### src/design/ldr_pkg.sv
// ----------------------------------------------------------------------------
// ldr_pkg
// Shared constants for the directional Laplacian ratio unit: field widths,
// register indexes and the fixed-point scale used for a zero vertical sum.
// ----------------------------------------------------------------------------
package ldr_pkg;

    localparam int DEF_MAX_WIDTH  = 128;
    localparam int DEF_PIXEL_BITS = 10;

    localparam int CFG_BITS       = 8;
    localparam int CFG_INDEX_BITS = 1;
    localparam logic [CFG_INDEX_BITS-1:0] REG_BLOCK_WIDTH  = 1'b0;
    localparam logic [CFG_INDEX_BITS-1:0] REG_BLOCK_HEIGHT = 1'b1;
    localparam logic [CFG_BITS-1:0]       RESET_BLOCK_SIZE = 8'd128;

    localparam int SUM_BITS   = 25;
    localparam int FRAC_BITS  = 16;
    localparam int RATIO_BITS = 56;
    localparam int DIV_BITS   = SUM_BITS + FRAC_BITS;

    // 1 / 0.0001
    localparam int SCALE_BITS = 14;
    localparam logic [SCALE_BITS-1:0] ZERO_SCALE = 14'd10000;

endpackage

### src/design/laplacian_direction_ratio_unit.sv
// ----------------------------------------------------------------------------
// laplacian_direction_ratio_unit
// Per-block sums of absolute vertical and horizontal second differences and
// their ratio in unsigned Q16.
// ----------------------------------------------------------------------------
// Pixels of a block enter in raster order, one beat each. For each pixel
// the two stored rows for its column are first read from the row store;
// then both second differences are formed and the sums updated. The last
// pixel of a block adds the end-of-block division: a 41-bit quotient from
// one radix-2 restoring divider (a single 26-bit compare and subtract),
// skipped entirely when the vertical sum is zero, followed by a load of the
// result register. A waiting result does not hold up the next block's
// pixels; only a second result finishing before the first is taken stalls.
// The row store has no clearing pass and needs none within a fixed-size block.
// ----------------------------------------------------------------------------
module laplacian_direction_ratio_unit
    import ldr_pkg::*;
#(
    parameter int MAX_WIDTH  = DEF_MAX_WIDTH,
    parameter int PIXEL_BITS = DEF_PIXEL_BITS
) (
    input  logic                      aclk,
    input  logic                      aresetn,

    input  logic                      cfg_wr_en,
    input  logic [CFG_INDEX_BITS-1:0] cfg_index,
    input  logic [CFG_BITS-1:0]       cfg_data,

    input  logic                      s_valid,
    output logic                      s_ready,
    input  logic [PIXEL_BITS-1:0]     s_pixel,

    output logic                      m_valid,
    input  logic                      m_ready,
    output logic [RATIO_BITS-1:0]     m_ratio_q16,
    output logic [SUM_BITS-1:0]       m_vertical_sum,
    output logic [SUM_BITS-1:0]       m_horizontal_sum,
    output logic                      m_vertical_was_zero
);

    localparam int COL_BITS  = $clog2(MAX_WIDTH);
    localparam int ROW_BITS  = CFG_BITS;
    localparam int CMP_BITS  = ((COL_BITS > CFG_BITS) ? COL_BITS : CFG_BITS) + 2;
    localparam int DIFF_BITS = PIXEL_BITS + 1;
    localparam int CNT_BITS  = $clog2(DIV_BITS);
    localparam int PROD_BITS = SUM_BITS + SCALE_BITS;

    localparam logic [1:0] S_IDLE = 2'd0;
    localparam logic [1:0] S_CALC = 2'd1;
    localparam logic [1:0] S_DIV  = 2'd2;
    localparam logic [1:0] S_DONE = 2'd3;

    logic [1:0]                  state_reg, state_next;
    logic [CFG_BITS-1:0]         width_reg, height_reg;
    logic [COL_BITS-1:0]         col_reg;
    logic [ROW_BITS-1:0]         row_reg;
    logic [PIXEL_BITS-1:0]       pix_reg;
    logic [PIXEL_BITS-1:0]       left0_reg, left1_reg;
    logic [SUM_BITS-1:0]         vacc_reg, hacc_reg;
    logic [2*PIXEL_BITS-1:0]     rd_reg;

    // row store: upper half two rows up, lower half one row up
    logic [2*PIXEL_BITS-1:0]     row_mem [MAX_WIDTH];

    logic [SUM_BITS-1:0]         div_vs_reg, div_hs_reg, rem_reg;
    logic [DIV_BITS-1:0]         quo_reg;
    logic [CNT_BITS-1:0]         cnt_reg;

    logic                        m_valid_reg;
    logic [RATIO_BITS-1:0]       m_ratio_reg;
    logic [SUM_BITS-1:0]         m_vsum_reg, m_hsum_reg;
    logic                        m_zero_reg;

    // effective block size
    logic [CMP_BITS-1:0] w_eff, h_eff, c_ext, r_ext;
    logic                vert_en, horz_en, row_end, last_row;

    always_comb begin
        if (width_reg == '0) begin
            w_eff = CMP_BITS'(1);
        end else if (CMP_BITS'(width_reg) > CMP_BITS'(MAX_WIDTH)) begin
            w_eff = CMP_BITS'(MAX_WIDTH);
        end else begin
            w_eff = CMP_BITS'(width_reg);
        end
        h_eff = (height_reg == '0) ? CMP_BITS'(1) : CMP_BITS'(height_reg);
        c_ext = CMP_BITS'(col_reg);
        r_ext = CMP_BITS'(row_reg);
        vert_en  = (r_ext >= CMP_BITS'(2)) && (c_ext >= CMP_BITS'(1))
                   && (c_ext + CMP_BITS'(2) <= w_eff);
        horz_en  = (c_ext >= CMP_BITS'(2)) && (r_ext >= CMP_BITS'(1))
                   && (r_ext + CMP_BITS'(2) <= h_eff);
        row_end  = (c_ext + CMP_BITS'(1) >= w_eff);
        last_row = (r_ext + CMP_BITS'(1) >= h_eff);
    end

    // second differences and saturating sums
    logic [PIXEL_BITS-1:0] above, two_above;
    logic [DIFF_BITS-1:0]  v_s, v_d, v_diff, h_s, h_d, h_diff;
    logic [SUM_BITS:0]     v_add, h_add;
    logic [SUM_BITS-1:0]   v_new, h_new;

    always_comb begin
        above     = rd_reg[PIXEL_BITS-1:0];
        two_above = rd_reg[2*PIXEL_BITS-1:PIXEL_BITS];
        v_s    = {1'b0, two_above} + {1'b0, pix_reg};
        v_d    = {above, 1'b0};
        v_diff = (v_s >= v_d) ? (v_s - v_d) : (v_d - v_s);
        h_s    = {1'b0, left1_reg} + {1'b0, pix_reg};
        h_d    = {left0_reg, 1'b0};
        h_diff = (h_s >= h_d) ? (h_s - h_d) : (h_d - h_s);
        v_add  = {1'b0, vacc_reg} + (SUM_BITS+1)'(v_diff);
        h_add  = {1'b0, hacc_reg} + (SUM_BITS+1)'(h_diff);
        v_new  = vacc_reg;
        h_new  = hacc_reg;
        if (vert_en) begin
            v_new = v_add[SUM_BITS] ? {SUM_BITS{1'b1}} : v_add[SUM_BITS-1:0];
        end
        if (horz_en) begin
            h_new = h_add[SUM_BITS] ? {SUM_BITS{1'b1}} : h_add[SUM_BITS-1:0];
        end
    end

    // divider step
    logic [SUM_BITS:0]   rem_sh, rem_sub;
    logic                rem_ge;
    logic [SUM_BITS-1:0] rem_next;

    always_comb begin
        rem_sh   = {rem_reg, quo_reg[DIV_BITS-1]};
        rem_sub  = rem_sh - {1'b0, div_vs_reg};
        rem_ge   = (rem_sh >= {1'b0, div_vs_reg});
        rem_next = rem_ge ? rem_sub[SUM_BITS-1:0] : rem_sh[SUM_BITS-1:0];
    end

    logic [PROD_BITS-1:0] zero_prod;
    logic                 out_free;

    assign zero_prod = PROD_BITS'(div_hs_reg) * PROD_BITS'(ZERO_SCALE);
    assign out_free  = !m_valid_reg || m_ready;

    always_comb begin
        state_next = state_reg;
        case (state_reg)
            S_IDLE: begin
                if (s_valid) state_next = S_CALC;
            end
            S_CALC: begin
                if (row_end && last_row) begin
                    state_next = (v_new == '0) ? S_DONE : S_DIV;
                end else begin
                    state_next = S_IDLE;
                end
            end
            S_DIV: begin
                if (cnt_reg == CNT_BITS'(DIV_BITS - 1)) state_next = S_DONE;
            end
            S_DONE: begin
                if (out_free) state_next = S_IDLE;
            end
            default: state_next = S_IDLE;
        endcase
    end

    always_ff @(posedge aclk) begin
        if (state_reg == S_IDLE && s_valid) begin
            rd_reg <= row_mem[col_reg];
        end
        if (state_reg == S_CALC) begin
            row_mem[col_reg] <= {rd_reg[PIXEL_BITS-1:0], pix_reg};
        end
    end

    always_ff @(posedge aclk) begin
        if (!aresetn) begin
            state_reg   <= S_IDLE;
            width_reg   <= RESET_BLOCK_SIZE;
            height_reg  <= RESET_BLOCK_SIZE;
            col_reg     <= '0;
            row_reg     <= '0;
            left0_reg   <= '0;
            left1_reg   <= '0;
            vacc_reg    <= '0;
            hacc_reg    <= '0;
            m_valid_reg <= 1'b0;
        end else begin
            state_reg <= state_next;

            if (cfg_wr_en) begin
                case (cfg_index)
                    REG_BLOCK_WIDTH:  width_reg  <= cfg_data;
                    REG_BLOCK_HEIGHT: height_reg <= cfg_data;
                    default: ;
                endcase
            end

            if (state_reg == S_DONE && out_free) begin
                m_valid_reg <= 1'b1;
            end else if (m_valid_reg && m_ready) begin
                m_valid_reg <= 1'b0;
            end

            case (state_reg)
                S_IDLE: begin
                    if (s_valid) pix_reg <= s_pixel;
                end
                S_CALC: begin
                    if (!row_end) begin
                        col_reg   <= col_reg + COL_BITS'(1);
                        left1_reg <= left0_reg;
                        left0_reg <= pix_reg;
                        vacc_reg  <= v_new;
                        hacc_reg  <= h_new;
                    end else begin
                        col_reg   <= '0;
                        left0_reg <= '0;
                        left1_reg <= '0;
                        if (!last_row) begin
                            row_reg  <= row_reg + ROW_BITS'(1);
                            vacc_reg <= v_new;
                            hacc_reg <= h_new;
                        end else begin
                            row_reg    <= '0;
                            vacc_reg   <= '0;
                            hacc_reg   <= '0;
                            div_vs_reg <= v_new;
                            div_hs_reg <= h_new;
                            quo_reg    <= {h_new, {FRAC_BITS{1'b0}}};
                            rem_reg    <= '0;
                            cnt_reg    <= '0;
                        end
                    end
                end
                S_DIV: begin
                    rem_reg <= rem_next;
                    quo_reg <= {quo_reg[DIV_BITS-2:0], rem_ge};
                    cnt_reg <= cnt_reg + CNT_BITS'(1);
                end
                S_DONE: begin
                    if (out_free) begin
                        m_vsum_reg  <= div_vs_reg;
                        m_hsum_reg  <= div_hs_reg;
                        m_zero_reg  <= (div_vs_reg == '0);
                        if (div_vs_reg == '0) begin
                            m_ratio_reg <= RATIO_BITS'({zero_prod, {FRAC_BITS{1'b0}}});
                        end else begin
                            m_ratio_reg <= RATIO_BITS'(quo_reg);
                        end
                    end
                end
                default: ;
            endcase
        end
    end

    assign s_ready             = (state_reg == S_IDLE);
    assign m_valid             = m_valid_reg;
    assign m_ratio_q16         = m_ratio_reg;
    assign m_vertical_sum      = m_vsum_reg;
    assign m_horizontal_sum    = m_hsum_reg;
    assign m_vertical_was_zero = m_zero_reg;

    a_div_nonzero: assert property (@(posedge aclk) disable iff (!aresetn)
        state_reg == S_DIV |-> div_vs_reg != '0)
        else $error("divider running on a zero vertical sum");

    a_col_bound: assert property (@(posedge aclk) disable iff (!aresetn)
        CMP_BITS'(col_reg) < CMP_BITS'(MAX_WIDTH))
        else $error("column pointer beyond row store");

    a_accept_calc: assert property (@(posedge aclk) disable iff (!aresetn)
        s_valid && s_ready |=> state_reg == S_CALC)
        else $error("accepted beat not processed");

    a_zero_flag: assert property (@(posedge aclk) disable iff (!aresetn)
        m_valid && m_vertical_was_zero |-> m_vertical_sum == '0)
        else $error("zero flag with non-zero vertical sum");

    a_quo_range: assert property (@(posedge aclk) disable iff (!aresetn)
        m_valid && !m_vertical_was_zero |-> m_ratio_q16[RATIO_BITS-1:DIV_BITS] == '0)
        else $error("quotient wider than dividend");

endmodule

### config.mk
export PLATFORM = sky130hd
export DESIGN_NAME = laplacian_direction_ratio_unit
export DESIGN_NICKNAME = d
export VERILOG_FILES = /design/src/design/ldr_pkg.sv /design/src/design/laplacian_direction_ratio_unit.sv
export SDC_FILE = /design/constraint.sdc
export NUM_CORES = 2
export LEC_CHECK = 0
export ABC_CLOCK_PERIOD_IN_PS = 13500
export BUFFER_PORTS_ARGS = -buffer_cell sky130_fd_sc_hd__buf_4
export CORE_MARGIN = 3
export CORE_UTILIZATION = 55
export DETAILED_ROUTE_END_ITERATION = 16
export PLACE_DENSITY = 0.77
export RECOVER_POWER = 50
export SYNTH_ARGS = -nofsm -noshare
export SYNTH_HDL_FRONTEND = slang
export SYNTH_SLANG_ARGS = --single-unit
export TNS_END_PERCENT = 50
### constraint.sdc
create_clock -name aclk -period 13.5 [get_ports aclk]
set_input_delay 4.05 -clock aclk [delete_from_list [all_inputs] [get_ports aclk]]
set_output_delay 4.05 -clock aclk [all_outputs]
set_load 0.005 [all_outputs]
## Word level (Yosys, flattened, before mapping)

Memories as Yosys holds them, arrays and structs flattened. A register that Yosys moved wholly into a read port is not among the register bits.
Cells that the tools add are included.

| storage, ports and cells | value |
|---|---|
| flip-flop bits (word level) | 343 |
| bits in latches | 0 |
| memory bits (writable) | 2560 |
| ROM bits | 0 |
| bits of input ports | 24 |
| output and inout bits | 109 |
| logic and storage cells | 125 |
| memories | 1 |

Memories:

| memory | words | bits a word | rd ports | clocked after memory_dff | write ports | RTL line | source |
|---|---|---|---|---|---|---|---|
| row_mem | 128 | 20 | 1 | 1 | 1 | laplacian_direction_ratio_unit.sv:63 | `logic [2*PIXEL_BITS-1:0] row_mem [MAX_WIDTH];` |

| operators by class | value |
|---|---|
| add/sub/neg operators | 16 |
| multiply operators | 1 |
| divide/modulo/power cells | 0 |
| magnitude comparators | 12 |
| eq/ne operators | 9 |
| shift-type cells | 0 |
| mux-type cells | 38 |
| bitwise operators | 1 |
| reductions and logical operators | 25 |

Operators with widths:

| cell | number |
|---|---|
| $mux 25 | 11 |
| $mux 41 | 3 |
| $pmux 41 s2 | 1 |
| $add 25x11->26 | 2 |
| $logic_not 25->1 | 2 |
| $pmux 25 s2 | 1 |
| $sub 11x11->11 | 4 |
| $mul 25x10->35 const B | 1 |
| $mux 8 | 4 |
| $ge 26x25->1 | 1 |
| $sub 25x25->25 | 1 |
| $add 10x10->11 | 2 |
| $ge 11x11->1 | 2 |
| $mux 11 | 2 |
| $mux 10 | 2 |
| $logic_not 8->1 | 2 |
| $mux 6 | 2 |
| $pmux 6 s2 | 1 |
| $ge 8x10->1 | 1 |
| $le 8x10->1 | 1 |
| $ne 2x2->1 const B | 5 |
| $add 8x1->9 const B | 1 |
| $add 8x2->9 const B | 1 |
| $ge 9x8->1 | 1 |
| other kinds (27) | 48 |

## Depth between registers and ports, before layout

| logic depth | value |
|---|---|
| depth after elaboration | 10 |
| gate-level depth with buffers | 32 |
| mapped depth without buffers | 31 |

## Worst setup path after synthesis

No wires, ideal clock.

| timing | value |
|---|---|
| path kind | in2reg |
| start point | input port aresetn |
| end point | register cnt_reg[0], enable pin |
| library setup time | 0.612 ns |
| arrival | 10.014 ns |
| data required time | 12.888 ns |
| slack | 2.874 ns |
| stages on the path | 4 |
| path buffers | 3 |
| cell sequence | clkbuf_1 > clkbuf_1 > clkbuf_1 > a21boi_0 |

| between the ends | value |
|---|---|
| word-level cells in the longest chain between the ends | 1 |

RTL lines:

| element | RTL line | source |
|---|---|---|
| start: declaration | laplacian_direction_ratio_unit.sv:23 | `input logic aresetn,` |
| $reduce_and 4->1 (no source line) | - |  |
| end signal: assignment | laplacian_direction_ratio_unit.sv:237 | `cnt_reg <= cnt_reg + CNT_BITS'(1);` |
| end: declaration | laplacian_direction_ratio_unit.sv:67 | `logic [CNT_BITS-1:0] cnt_reg;` |

Every way passes these cells.
A chain may end at the register's enable or synchronous reset.

## Worst setup path in the final report

| timing | value |
|---|---|
| start point | register rd_reg[0] (read register of row_mem) |
| end point | register state_reg[0] |

| between the ends | value |
|---|---|
| word-level cells in the longest chain between the ends | 9 |
| elaborated cells on any way between the ends | 11 |
| classes of those cells | add/sub (3); order compare (1); mux (6); reduce/logical (1) |

RTL lines:

| element | RTL line | source |
|---|---|---|
| start: declaration | laplacian_direction_ratio_unit.sv:60 | `logic [2*PIXEL_BITS-1:0] rd_reg;` |
| $sub 11x11->11 / $ge 11x11->1 (equally long branches) | laplacian_direction_ratio_unit.sv:108 | `v_diff = (v_s >= v_d) ? (v_s - v_d) : (v_d - v_s);` |
| $mux 11 * | laplacian_direction_ratio_unit.sv:108 |  |
| $add 25x11->26 * | laplacian_direction_ratio_unit.sv:112 | `v_add = {1'b0, vacc_reg} + (SUM_BITS+1)'(v_diff);` |
| $mux 25 * | laplacian_direction_ratio_unit.sv:117 | `v_new = v_add[SUM_BITS] ? {SUM_BITS{1'b1}} : v_add[SUM_BITS-1:0];` |
| $mux 25 * | laplacian_direction_ratio_unit.sv:116 | `if (vert_en) begin` |
| named net v_new[24] | laplacian_direction_ratio_unit.sv:101 | `logic [SUM_BITS-1:0] v_new, h_new;` |
| $logic_not 25->1 * | laplacian_direction_ratio_unit.sv:150 | `state_next = (v_new == '0) ? S_DONE : S_DIV;` |
| $mux 1 * | laplacian_direction_ratio_unit.sv:150 |  |
| $mux 2 * | laplacian_direction_ratio_unit.sv:149 | `if (row_end && last_row) begin` |
| $pmux 2 s4 * | laplacian_direction_ratio_unit.sv:144 | `case (state_reg)` |
| end signal: assignment | laplacian_direction_ratio_unit.sv:187 | `state_reg <= state_next;` |
| end: declaration | laplacian_direction_ratio_unit.sv:53 | `logic [1:0] state_reg, state_next;` |

Mark *: on every way through the listed nets, which the timed path passes. The rest lies on a longest branch.

==> summary.txt <==
Run status
  • Result of the run: finished with violations
  • Violations in the final reports: capacitance limit, slew limit

Routing
  • Routed wire per std cell: approximately 30 µm
  • Number of vias per cell after detailed routing: about 6.5
  • Routed WL: around 300,000 µm
  • First-pass iteration count of the detailed router: 7
  • Routed vias: between 60,000 and 70,000
  • Count of unresolved DRC violations after routing: 0
  • DR iter-0 viols: between 8,000 and 9,000
  • Antenna Nets Post-Route: 0

STA
  • Skew final: ~56 ps
  • Final Hold Vio Count: 0
  • Unrepaired setup endpoints after global routing: no
  • Pin slew with the least headroom to its limit: between 4000 and 5000 ps
  • Minimum period implied by the final worst setup slack: between 10,000 and 15,000 ps
  • Total Neg Setup Slack: 0 ps
  • Post-Route Hold Slack: approximately 480 ps
  • Setup Viol. Count Final: 0
  • Max Freq: ~99 MHz
  • Period utilisation layout: between 70% and 80%
  • Final max-slew violation count: roughly 3,200
  • Max-Slew Margin vs Limit: -228.6%

Die
  • Std-Cell Core Area: 219,900 µm²
  • Number of top-level pins: between 100 and 150
  • Die W: roughly 480 µm
  • DIE AREA: around 230,000 µm²
  • Placement row count: approximately 170
  • Starting Density: around 55%
  • Overall die height: roughly 480 µm

Synth
  • Number of enable-type register cells in the synthesized netlist: ~2,800
  • Syn_nets: 6,961
  • Post-synth top flop: sky130_fd_sc_hd__edfxtp_1
  • Sequential fraction of the synthesis area: between 70% and 80%
  • Combined area of all synthesized cells: 121,800 µm²
  • Asr flop ratio synth: 0%
  • Synth warn: 0
  • Flip-flop and latch count after synthesis: between 2,000 and 3,000
  • Average cell area after synthesis: 18.41 µm²
  • Cell variety after synth: 88
  • Mapped Cells: between 6,000 and 7,000

Placement
  • Count of input and output buffers: 131
  • RD Place Congestion: roughly 0.89
  • Half-perimeter wire length after placement: about 170,000 µm
  • Total placed instance area: 127,300 µm²

Clock network
  • Clock Sinks: between 2,000 and 3,000
  • Clock tree buffer depth: 4
  • TritonCTS clock tree: built
  • Clk_lat worst skew: just over 900 ps
  • Hold Buf Count CTS: 0
  • CTS Root Buffer Type: sky130_fd_sc_hd__clkbuf_16
  • CTS HTree Levels: 5
  • Number of buffers inserted to repair setup after CTS: 0
  • Count of cells resized by post-cts repair: 0
  • Number of buffers added by the clock tree synthesis step: about 300
  • Clock input transition at the sequential cells of the worst setup and hold paths: ~60 ps

Job
  • Number of maximum-capacitance violations: 58

Cells and area
  • Highest-count cells in the layout ignoring fill and taps: 2,818 x sky130_fd_sc_hd__edfxtp_1, 640 x sky130_fd_sc_hd__mux4_2, 337 x sky130_fd_sc_hd__mux2i_1, 308 x sky130_fd_sc_hd__clkbuf_16, 305 x sky130_fd_sc_hd__nand2_1
  • Flip-flop count of the largest register, all copies and words added: 2,560
  • Cell area after layout: 136,400 µm²
  • Share of cells above drive strength 1: 20.88%
  • Count of nets after finishing: around 7,300
  • Most frequent standard cell in the layout excluding fill and tap cells: sky130_fd_sc_hd__edfxtp_1
  • Area grow syn2layout: 12.02%

Hold path
  • Startpoint of the lowest-slack hold path: height_reg[2]
  • Class of the tightest hold or removal check: reg2reg

Power
  • Power density over the cells: approximately 180 nW/µm²
  • Static power due to leakage: around 46 nW
  • VDD IR-drop max: between 100 and 150 µV

Worst setup path
  • Critical Path Source Type: flip-flop
  • CP Data Required Time: around 14,000 ps
  • Worst-path fanout max: 66
  • Path type of the worst setup path: reg2reg
  • Data arrival time of the critical path: 10,980 ps
  • Endpoint kind of the worst setup timing path: flip-flop
  • Startpoint of the worst register-to-register path: rd_reg[0]
  • CP Launch Point: rd_reg[0]

Global routing
  • Initial antenna violation count: 11
  • First-pass GRT wire length: roughly 440,000 µm
  • Number of global-route vias before repair: 65,610
  • GR Overflow Total: 0
  • Total Routing Usage GR: 26.48%
  • Pin count of the biggest net entering global routing: 119
==> cell type report <==
cell class,instances,area (µm²)
sequential,2922,86710
multi-input combinational,3139,33450
antenna,1,2.502
tap,2958,3701
clock inverter,161,1495
timing repair buffer,330,2280
fill,14771,83520
clock buffer,359,7909
inverter,229,867.1
==> worst paths after layout <==
path	endpoint	slack, ps	cells past startpoint
setup / recovery	state_reg[0]	3360	22
hold / removal	height_reg[2]	480	2
setup reg to reg	state_reg[0]	3360	22
hold reg to reg	height_reg[2]	480	2
==> Yosys cell counts, types with 104 or more instances <==
cell / number / area, µm²
sky130_fd_sc_hd__mux4_2: 640 / 14410
sky130_fd_sc_hd__o22ai_1: 165 / 1032
sky130_fd_sc_hd__edfxtp_1: 2818 / 84620
sky130_fd_sc_hd__clkbuf_1: 184 / 690.7
sky130_fd_sc_hd__mux2i_1: 337 / 3373
sky130_fd_sc_hd__inv_1: 226 / 848.3
sky130_fd_sc_hd__nand2_1: 307 / 1152
sky130_fd_sc_hd__buf_1: 104 / 390.4
sky130_fd_sc_hd__dfxtp_1: 104 / 2082
sky130_fd_sc_hd__ha_1: 251 / 3141
sky130_fd_sc_hd__a21oi_1: 137 / 685.7
sky130_fd_sc_hd__nor2_1: 311 / 1167
==> cell families (layout without fill, tap and decap cells) <==
group | Yosys count | after routing | synth area share [%]
xor gates and xnor gates | 137 | 137 | 0.9853
AOI/OAI and AO/OA | 734 | 734 | 4.019
other | 1 | 2 | 0.003079
muxes | 989 | 989 | 14.72
buffers and inverters | 554 | 1079 | 1.767
and+or+nand+nor | 956 | 956 | 3.570
adders and majority gates | 322 | 322 | 3.746
DFF | 2922 | 2922 | 71.19
==> power by group <==
| part | internal, mW | leakage (nW) | total, mW | switching [mW] |
|---|---|---|---|---|
| sequential | 10.5 | 26.3 | 10.7 | 0.137 |
| combinational | 2.14 | 15.3 | 5.34 | 3.20 |
| clock | 4.67 | 4.59 | 8.05 | 3.38 |
| total | 17.4 | 46.2 | 24.1 | 6.72 |
==> routing by layer <==
metal | wire length (µm) | part of all wire [%] | global-route usage [%] | vias up
met5 | 40 | 0.013 | 0 | -
met2 | 145200 | 48 | 42.45 | 3946
met3 | 31330 | 10 | 5.360 | 661
li1 | - | - | - | 27068
met1 | 112200 | 37 | 36.26 | 33474
met4 | 12750 | 4.2 | 10.16 | 6
==> worst max-delay path, cell delays in order, from the launching register on <==
cell and delay, ps:
sky130_fd_sc_hd__edfxtp_1 500, sky130_fd_sc_hd__clkbuf_1 2490, sky130_fd_sc_hd__clkbuf_1 2350, sky130_fd_sc_hd__fa_1 540, sky130_fd_sc_hd__nand2_1 100, sky130_fd_sc_hd__nand2_1 70, sky130_fd_sc_hd__a21oi_1 60, sky130_fd_sc_hd__mux2i_1 210
sky130_fd_sc_hd__a221oi_1 110, sky130_fd_sc_hd__o21ai_0 400, sky130_fd_sc_hd__a31oi_1 170, sky130_fd_sc_hd__xnor2_1 160, sky130_fd_sc_hd__ha_1 360, sky130_fd_sc_hd__nand3_1 140, sky130_fd_sc_hd__nand2_1 90, sky130_fd_sc_hd__o21ai_0 230
sky130_fd_sc_hd__a31oi_1 100, sky130_fd_sc_hd__o21ai_1 720, sky130_fd_sc_hd__or2_2 270, sky130_fd_sc_hd__nand2_1 90, sky130_fd_sc_hd__a2111o_1 300, sky130_fd_sc_hd__or3_1 370, sky130_fd_sc_hd__o31ai_2 200
==> per-stage QoR <==
step / utilization [%] / power, mW / std cells / setup slack (ps)
finish: 62.03 / 24.08 / 10099 / 3359
global route: 62.03 / 25.03 / 10099 / 2749
CTS: 62.16 / 24.10 / 10098 / 5515
detailed placement: 57.89 / 16.10 / 9578 / 5526
global placement: 57.89 / 16.00 / 9578 / 5653
floorplan: - / 14.69 / 6615 / 2874
Note: power is estimated with default switching activity, not from simulation.
